<file path="config.mk">
export PLATFORM = sky130hd
export DESIGN_NAME = esc_telemetry_frame_parser
export DESIGN_NICKNAME = d
export VERILOG_FILES = /design/src/rtl/esctfp_pkg.sv /design/src/rtl/esctfp_frame.sv /design/src/rtl/esc_telemetry_frame_parser.sv
export VERILOG_INCLUDE_DIRS = /design/src /design/src/rtl
export SDC_FILE = /design/constraint.sdc
export NUM_CORES = 1
export LEC_CHECK = 0
export ABC_AREA = 0
export BUFFER_PORTS_ARGS = -buffer_cell sky130_fd_sc_hd__buf_2
export CORE_AREA = 2 2 158 160
export DETAILED_ROUTE_END_ITERATION = 10
export DIE_AREA = 0 0 160 162
export PLACE_DENSITY_LB_ADDON = 0.2
export SYNTH_ARGS = -nofsm -noshare
export SYNTH_HDL_FRONTEND = slang
export SYNTH_HIERARCHICAL = 1
export SYNTH_SLANG_ARGS = --single-unit
export TNS_END_PERCENT = 50
</file>
<file path="constraint.sdc">
create_clock -name clk -period 3.8 [get_ports clk]
set_clock_uncertainty 0.05 [all_clocks]
set_input_delay 0.19 -clock clk [delete_from_list [all_inputs] [get_ports clk]]
set_output_delay 0.19 -clock clk [all_outputs]
set_load 0.01 [all_outputs]
</file>
<file path="src/rtl/esc_telemetry_frame_parser_assert.svh">
// ----------------------------------------------------------------------------
// Assertion macros for the ESC telemetry frame parser
// Clocked on clk, disabled while rst_n is low.
// ----------------------------------------------------------------------------
`ifndef ESC_TELEMETRY_FRAME_PARSER_ASSERT_SVH
`define ESC_TELEMETRY_FRAME_PARSER_ASSERT_SVH

// Same-cycle implication
`define ESCTFP_ASSERT_IMP(lbl, ante, cons, msg) \
    lbl: assert property (@(posedge clk) disable iff (!rst_n) (ante) |-> (cons)) \
        else $error(msg);

// Next-cycle implication
`define ESCTFP_ASSERT_NXT(lbl, ante, cons, msg) \
    lbl: assert property (@(posedge clk) disable iff (!rst_n) (ante) |=> (cons)) \
        else $error(msg);

`endif

</file>
<file path="src/rtl/esctfp_pkg.sv">
// ----------------------------------------------------------------------------
// esctfp_pkg
// Shared types, frame layout constants and the CRC-16/MODBUS byte update.
// ----------------------------------------------------------------------------
`timescale 1ns / 1ps
`default_nettype none

package esctfp_pkg;

    localparam int FRAME_BYTES = 32;
    localparam int POS_W       = $clog2(FRAME_BYTES);

    localparam logic [7:0]  START_BYTE   = 8'hFE;
    localparam logic [31:0] CONTROL_WORD = 32'h3003_0001;
    localparam logic [15:0] CRC_INIT     = 16'hFFFF;
    localparam logic [15:0] CRC_POLY_REF = 16'hA001;

    // Byte positions inside a frame
    localparam logic [POS_W-1:0] POS_HUNT      = POS_W'(0);
    localparam logic [POS_W-1:0] POS_CTL_FIRST = POS_W'(1);
    localparam logic [POS_W-1:0] POS_CTL_LAST  = POS_W'(4);
    localparam logic [POS_W-1:0] POS_THR_IN    = POS_W'(9);
    localparam logic [POS_W-1:0] POS_THR_OUT   = POS_W'(10);
    localparam logic [POS_W-1:0] POS_DIR       = POS_W'(11);
    localparam logic [POS_W-1:0] POS_RPM_LO    = POS_W'(13);
    localparam logic [POS_W-1:0] POS_RPM_HI    = POS_W'(14);
    localparam logic [POS_W-1:0] POS_VOLT      = POS_W'(15);
    localparam logic [POS_W-1:0] POS_ESC_TEMP  = POS_W'(19);
    localparam logic [POS_W-1:0] POS_MOT_TEMP  = POS_W'(21);
    localparam logic [POS_W-1:0] POS_CRC_LO    = POS_W'(FRAME_BYTES - 2);
    localparam logic [POS_W-1:0] POS_CRC_HI    = POS_W'(FRAME_BYTES - 1);

    // Declared high field first so throttle_in lands in the lowest bits
    typedef struct packed {
        logic [7:0]  motor_temp;
        logic [7:0]  esc_temp;
        logic [7:0]  voltage_tenths;
        logic [15:0] rpm_raw;
        logic [7:0]  direction;
        logic [7:0]  throttle_out;
        logic [7:0]  throttle_in;
    } tlm_fields_t;

    typedef struct packed {
        logic        valid;
        logic        frame_ok;
        tlm_fields_t fields;
    } tlm_result_t;

    function automatic logic [15:0] crc_byte(input logic [15:0] crc, input logic [7:0] b);
        logic [15:0] c;
        c = crc ^ {8'h00, b};
        for (int i = 0; i < 8; i++)
        begin
            if (c[0])
                c = (c >> 1) ^ CRC_POLY_REF;
            else
                c = c >> 1;
        end
        return c;
    endfunction

    // Expected control word byte at frame positions one to four
    function automatic logic [7:0] ctl_byte(input logic [POS_W-1:0] pos);
        logic [7:0] w;
        case (pos)
            POS_W'(1): w = CONTROL_WORD[7:0];
            POS_W'(2): w = CONTROL_WORD[15:8];
            POS_W'(3): w = CONTROL_WORD[23:16];
            default:   w = CONTROL_WORD[31:24];
        endcase
        return w;
    endfunction

endpackage

`default_nettype wire

</file>
<file path="src/rtl/esctfp_frame.sv">
// ----------------------------------------------------------------------------
// esctfp_frame
// Frame tracker: start hunt, byte position, running CRC, control word check,
// field capture and the last-good-value store. One byte per step.
// ----------------------------------------------------------------------------
`timescale 1ns / 1ps
`default_nettype none
`include "esc_telemetry_frame_parser_assert.svh"

module esctfp_frame (
    input  wire logic                    clk,
    input  wire logic                    rst_n,
    input  wire logic                    step,
    input  wire logic [7:0]              rx_byte,
    output esctfp_pkg::tlm_result_t      result
);
    import esctfp_pkg::*;

    logic [POS_W-1:0] pos_reg,    pos_next;
    logic [15:0]      crc_reg,    crc_next;
    logic             ctl_ok_reg, ctl_ok_next;
    logic [7:0]       ck_lo_reg,  ck_lo_next;
    tlm_fields_t      pend_reg,   pend_next;
    tlm_fields_t      kept_reg,   kept_next;
    logic             good;

    always_comb
    begin
        pos_next    = pos_reg;
        crc_next    = crc_reg;
        ctl_ok_next = ctl_ok_reg;
        ck_lo_next  = ck_lo_reg;
        pend_next   = pend_reg;
        kept_next   = kept_reg;
        good        = ctl_ok_reg && ({rx_byte, ck_lo_reg} == crc_reg);
        result      = '0;

        if (step)
        begin
            if (pos_reg == POS_HUNT)
            begin
                // drop everything but the start byte
                if (rx_byte == START_BYTE)
                begin
                    crc_next    = crc_byte(CRC_INIT, rx_byte);
                    ctl_ok_next = 1'b1;
                    pend_next   = '0;
                    pos_next    = POS_CTL_FIRST;
                end
            end
            else if (pos_reg < POS_CRC_LO)
            begin
                crc_next = crc_byte(crc_reg, rx_byte);
                if (pos_reg <= POS_CTL_LAST && rx_byte != ctl_byte(pos_reg))
                    ctl_ok_next = 1'b0;
                case (pos_reg)
                    POS_THR_IN:   pend_next.throttle_in    = rx_byte;
                    POS_THR_OUT:  pend_next.throttle_out   = rx_byte;
                    POS_DIR:      pend_next.direction      = rx_byte;
                    POS_RPM_LO:   pend_next.rpm_raw[7:0]   = rx_byte;
                    POS_RPM_HI:   pend_next.rpm_raw[15:8]  = rx_byte;
                    POS_VOLT:     pend_next.voltage_tenths = rx_byte;
                    POS_ESC_TEMP: pend_next.esc_temp       = rx_byte;
                    POS_MOT_TEMP: pend_next.motor_temp     = rx_byte;
                    default:      ;
                endcase
                pos_next = pos_reg + POS_W'(1);
            end
            else if (pos_reg == POS_CRC_LO)
            begin
                ck_lo_next = rx_byte;
                pos_next   = POS_CRC_HI;
            end
            else
            begin
                if (good)
                    kept_next = pend_reg;
                else
                begin
                    kept_next.throttle_in  = '0;
                    kept_next.throttle_out = '0;
                    kept_next.direction    = '0;
                    kept_next.rpm_raw      = '0;
                end
                pos_next        = POS_HUNT;
                crc_next        = CRC_INIT;
                ctl_ok_next     = 1'b1;
                result.valid    = 1'b1;
                result.frame_ok = good;
            end
        end
        result.fields = kept_next;
    end

    always_ff @(posedge clk or negedge rst_n)
    begin
        if (!rst_n)
        begin
            pos_reg    <= POS_HUNT;
            crc_reg    <= CRC_INIT;
            ctl_ok_reg <= 1'b1;
            ck_lo_reg  <= '0;
            pend_reg   <= '0;
            kept_reg   <= '0;
        end
        else
        begin
            pos_reg    <= pos_next;
            crc_reg    <= crc_next;
            ctl_ok_reg <= ctl_ok_next;
            ck_lo_reg  <= ck_lo_next;
            pend_reg   <= pend_next;
            kept_reg   <= kept_next;
        end
    end

    `ESCTFP_ASSERT_NXT(a_hunt_holds,
        step && pos_reg == POS_HUNT && rx_byte != START_BYTE,
        pos_reg == POS_HUNT, "non-start byte left the hunt state")
    `ESCTFP_ASSERT_IMP(a_result_on_last,
        result.valid, step && pos_reg == POS_CRC_HI, "result outside last frame byte")
    `ESCTFP_ASSERT_NXT(a_rearm_after_frame,
        step && pos_reg == POS_CRC_HI,
        pos_reg == POS_HUNT && crc_reg == CRC_INIT && ctl_ok_reg, "parser not rearmed")

endmodule

`default_nettype wire

</file>
<file path="src/rtl/esc_telemetry_frame_parser.sv">
// ----------------------------------------------------------------------------
// esc_telemetry_frame_parser
// Parses 32-byte ESC telemetry frames from a byte stream and reports each one.
// ----------------------------------------------------------------------------
// Usage:
//   Slave side (s_tvalid/s_tready/s_tdata) takes one received byte per word.
//   Outside a frame, bytes other than 0xFE are dropped; 0xFE opens a frame
//   of 32 bytes that is never resynchronized partway through.
//   Master side (m_tvalid/m_tready/m_tdata/m_tuser) carries one word per
//   completed frame: m_tuser is frame_ok, m_tdata the telemetry fields.
//   A rejected frame reports zero throttle, direction and rpm, and repeats
//   voltage and temperatures from the last good frame.
//   Path: the last frame byte passes through the input register, then the
//   result register, before the result word appears.
//   Throughput: one byte per cycle unless a stall holds the input; the CRC
//   update and field capture sit in one stage between input and result regs.
//   Stall: while a result word waits on m_tready, the input register holds
//   and s_tready drops once it is full.
//   Reset: hunting for a start byte, CRC 0xFFFF, all last-good values zero.
// ----------------------------------------------------------------------------
`timescale 1ns / 1ps
`default_nettype none
`include "esc_telemetry_frame_parser_assert.svh"

module esc_telemetry_frame_parser (
    input  wire logic        clk,
    input  wire logic        rst_n,
    input  wire logic        s_tvalid,
    output logic             s_tready,
    input  wire logic [7:0]  s_tdata,   // [7:0] rx_byte
    output logic             m_tvalid,
    input  wire logic        m_tready,
    output logic [63:0]      m_tdata,   // [7:0] throttle_in, [15:8] throttle_out,
                                        // [23:16] direction, [39:24] rpm_raw,
                                        // [47:40] voltage_tenths, [55:48] esc_temp,
                                        // [63:56] motor_temp
    output logic             m_tuser    // [0] frame_ok
);
    import esctfp_pkg::*;

    logic        in_vld_reg;
    logic [7:0]  in_byte_reg;
    logic        out_vld_reg;
    tlm_fields_t out_data_reg;
    logic        out_ok_reg;
    logic        out_free;
    logic        step;
    tlm_result_t res;

    assign out_free = !out_vld_reg || m_tready;
    assign step     = in_vld_reg && out_free;
    assign s_tready = !in_vld_reg || out_free;

    esctfp_frame u_frame (
        .clk     (clk),
        .rst_n   (rst_n),
        .step    (step),
        .rx_byte (in_byte_reg),
        .result  (res)
    );

    always_ff @(posedge clk or negedge rst_n)
    begin
        if (!rst_n)
        begin
            in_vld_reg  <= 1'b0;
            out_vld_reg <= 1'b0;
        end
        else
        begin
            if (s_tready)
                in_vld_reg <= s_tvalid;
            if (out_free)
                out_vld_reg <= res.valid;
        end
    end

    // payload: load on handshake, hold otherwise
    always_ff @(posedge clk)
    begin
        if (s_tvalid && s_tready)
            in_byte_reg <= s_tdata;
        if (out_free && res.valid)
        begin
            out_data_reg <= res.fields;
            out_ok_reg   <= res.frame_ok;
        end
    end

    assign m_tvalid = out_vld_reg;
    assign m_tdata  = out_data_reg;
    assign m_tuser  = out_ok_reg;

    `ESCTFP_ASSERT_IMP(a_reject_clears,
        m_tvalid && !m_tuser, m_tdata[39:0] == 40'd0, "rejected frame kept live fields")
    `ESCTFP_ASSERT_NXT(a_stall_holds_input,
        in_vld_reg && !out_free, in_vld_reg && $stable(in_byte_reg), "input lost in stall")
    `ESCTFP_ASSERT_IMP(a_ready_when_empty,
        !in_vld_reg, s_tready, "ready low with empty input register")

endmodule

`default_nettype wire

</file>
==> summary.txt <==
Min path
  • Hold WC Path Type: input pin to flip-flop
  • Hold Crit Endpoint: in_byte_reg[6]$_DFFE_PP_
  • Worst Hold Depth: 2
  • Beginning of the worst hold path: s_tdata[6]

Floorplanning
  • I/O pin count: 79
  • Die area: 25900 um2
  • Die Span Y: 162 um
  • Core area: 24100 um2
  • Die W: 160 um
  • Starting Density: 39.7%
  • # rows: 57

Detailed routing
  • Vias: 5780
  • Final ANT Viol Nets: 0
  • DRC: 0
  • Vias per std cell: 5.03
  • WL per Instance: 17.9 um
  • Total iterations of the first detailed-routing run: 5
  • Final WL: 20500 um
  • Wire length on met1: 9310 um
  • DR top layer: met4
  • Met2 wire len: 9710 um
  • Starting DRT DRC Count: 386
  • Met3 WL: 919 um

Power and ir drop
  • P per Cell Area: 718 nW/um2
  • P_leak: 4.87 nW
  • Tot Pwr: 8.07 mW
  • Maximum vdd drop: 0.394 mV

Critical path
  • Slowest stage delay, CP: 0.63 ns
  • RR Startpoint: u_frame/pos_reg[3]$_DFFE_PN0P_
  • CP bufs+invs: 1
  • CP required: 4.01 ns
  • WS Path Type: flip-flop to flip-flop
  • CP max-delay cell: dfrtp_1
  • Worst path arrival time: 3.32 ns
  • Critical Path End Type: flip-flop
  • CP startpoint kind: flip-flop
  • Worst R2R Setup Slack: 0.68 ns
  • Reg2reg end: m_tdata[45]$_DFFE_PP_
  • Critical Path Fanout Max: 24
  • Reg2Reg Depth: 6
  • Cells along the critical path: and4_1 -> nand2_1 -> or2_1 -> inv_2 -> nand3_2 -> mux2_1
  • Worst Setup SP: u_frame/pos_reg[3]$_DFFE_PN0P_
  • Delay-heaviest family, CP: simple AND/OR/NAND/NOR gates

Synth
  • Avg Cell Area, Syn: 13.4 um2
  • Register area share after synthesis: 64.9%
  • Top cell type's share of synthesized area: 37.4%
  • Distinct cells, synth: 60
  • Number of cells produced by synthesis: 713
  • Most numerous cell in the Yosys netlist: dfrtp_1
  • Synth Flop Type: dfrtp_1
  • Mapped Area: 9580 um2
  • Syn nets: 736
  • Seq cells post-synth: 233
  • Synth area leader: dfrtp_1
  • Synth top area cells: dfrtp_1 (37%), edfxtp_1 (23%), mux2_2 (11%)
  • Number of enable flip-flop cells after synthesis: 73
  • Post-synthesis async set-or-reset flop share: 68.7%
  • Synth warn: 6
  • Synth cell count leaders: dfrtp_1 (143), nand2_1 (110), mux2_2 (95)

Clocking
  • CTS tree: done
  • Longest Clk Path Bufs: 3
  • Post-CTS setup buffer count: 0
  • H-tree Lvls: 1
  • Resize count post-CTS: 0
  • Clk_lat worst skew: 0.51 ns
  • TritonCTS Buffers: 25
  • Clock Sinks: 233
  • Worst-path clk slew: 0.06 ns
  • Root buf cell: clkbuf_16

Placement
  • Port bufs: 78
  • Post-detail-place hpwl: 13500 um
  • GPL Wtd Cong: 0.889

Run status
  • Status: completed

Global route
  • Largest net degree at the start of global routing: 109
  • Total GRT Usage: 16.3%
  • First-pass GRT wire length: 33600 um
  • Vias in the first global route: 6054
  • Remaining Overflow, GRT: 0
  • Antenna violations before repair: 0

Layout
  • Share of cells above drive strength 1: 31.5%
  • Area of the multi-input gates: 3150 um2
  • Fill count: 2201
  • Synthesis-to-finish area growth: 17.3%
  • Layout Nets: 829
  • Reg area: 6220 um2
  • Antenna cells: 0

Timing
  • Setup_tns: 0 ns
  • F_max: 321 MHz
  • Max Slew Vio Count: 0
  • Minimum clock period: 3.12 ns
  • Tightest Pin Transition: 1.14 ns
  • Final setup vio count: 0
  • RSZ-0062 raised after global routing: false
  • Fin. Hold Viols: 0
  • Tcrit/Tclk final: 82.1%
  • Max_slew headroom: 23.7%

Flow run
  • Max-cap violations: 0
[cell type report]
cell class              instances  share of cell area (%)
multi-input cells             433                    28.0
inverters                      12                   0.401
clock buffers                  36                    6.29
flip-flops and latches        233                    55.3
repair buffers                101                    5.44
well taps                     324                    3.61
clock inverters                10                   0.913
[cell families after synthesis]
| logic type | after synthesis | synth area share, % |
|---|---|---|
| DFF | 233 | 64.9 |
| muxes | 96 | 11.3 |
| xor gates and xnor gates | 44 | 5.21 |
| AOI/OAI and AO/OA | 98 | 6.10 |
| buffers and inverters | 47 | 2.27 |
| and+or+nand+nor | 184 | 8.79 |
| adders and majority gates | 11 | 1.44 |
[where the power goes]
| part | switching [mW] | leakage, nW | internal [mW] |
|---|---|---|---|
| clock network | 0.931 | 0.394 | 1.42 |
| registers | 0.419 | 2.80 | 3.17 |
| logic | 1.03 | 1.67 | 1.10 |
[per-stage QoR]
| stage | util, % | setup slack (ns) | cells | hold WS, ns | cell area (um2) |
|---|---|---|---|---|---|
| 2_1_floorplan | - | 0.277 | 713 | -0.156 | 9580 |
| 3_3_place_gp | 42.8 | 0.765 | 1091 | 0.318 | 10300 |
| 3_5_place_dp | 42.8 | 0.651 | 1091 | 0.318 | 10300 |
| 4_1_cts | 46.6 | 0.647 | 1149 | 0.314 | 11200 |
| 5_1_grt | 46.6 | 0.449 | 1149 | 0.329 | 11200 |
| 6_report | 46.6 | 0.681 | 1149 | 0.334 | 11200 |
[worst register-to-register path, delay by kind of cell, from the launching register on]
kind,cells,cell delay (ns)
buffers and inverters,1,0.22
DFF,1,0.63
muxes,1,0.59
and+or+nand+nor,4,1.37
[layout by cell type, fill, tap and decap left out, types with 5 or more instances in the layout]
| cell | synthesis | routed |
|---|---|---|
| edfxtp_1 | 73 | 73 |
| inv_1 | 11 | 11 |
| dlygate4sd3_1 | 0 | 12 |
| nor3_1 | 5 | 5 |
| nand2_1 | 110 | 110 |
| clkbuf_16 | 0 | 25 |
| xnor2_1 | 32 | 32 |
| a21oi_1 | 13 | 13 |
| ha_1 | 11 | 11 |
| buf_4 | 0 | 10 |
| clkbuf_1 | 20 | 7 |
| dfstp_2 | 17 | 17 |
| mux2_2 | 95 | 95 |
| nand4_1 | 9 | 9 |
| o22ai_1 | 5 | 5 |
| nor2_1 | 24 | 24 |
| dfrtp_1 | 143 | 143 |
| o21ai_0 | 56 | 56 |
| buf_2 | 11 | 77 |
| nand3_1 | 8 | 8 |
[how the worst max path moves through the flow]
stage / endpoint / slack [ns] / cells after the start
2_1_floorplan: m_tdata[0]$_DFFE_PP_ / 0.28 / 9
3_3_place_gp: m_tdata[45]$_DFFE_PP_ / 0.77 / 6
3_5_place_dp: m_tdata[45]$_DFFE_PP_ / 0.65 / 6
4_1_cts: m_tdata[45]$_DFFE_PP_ / 0.65 / 6
5_1_grt: m_tdata[45]$_DFFE_PP_ / 0.45 / 6
6_report: m_tdata[45]$_DFFE_PP_ / 0.68 / 6
[per-layer routing]
layer / up-vias / GRT usage (%)
met4: 0 / 5.28
met2: 143 / 27.0
met3: 33 / 2.43
met5: - / 0
met1: 2913 / 22.3
li1: 2691 / -
[timing repair]
action | 4_1_cts | 5_1_grt
endpoints found under the hold margin | 100 | 0
hold buffers | 12 | 0
endpoints found under the setup margin | 0 | 0
Note: power is estimated with default switching activity, not from simulation.
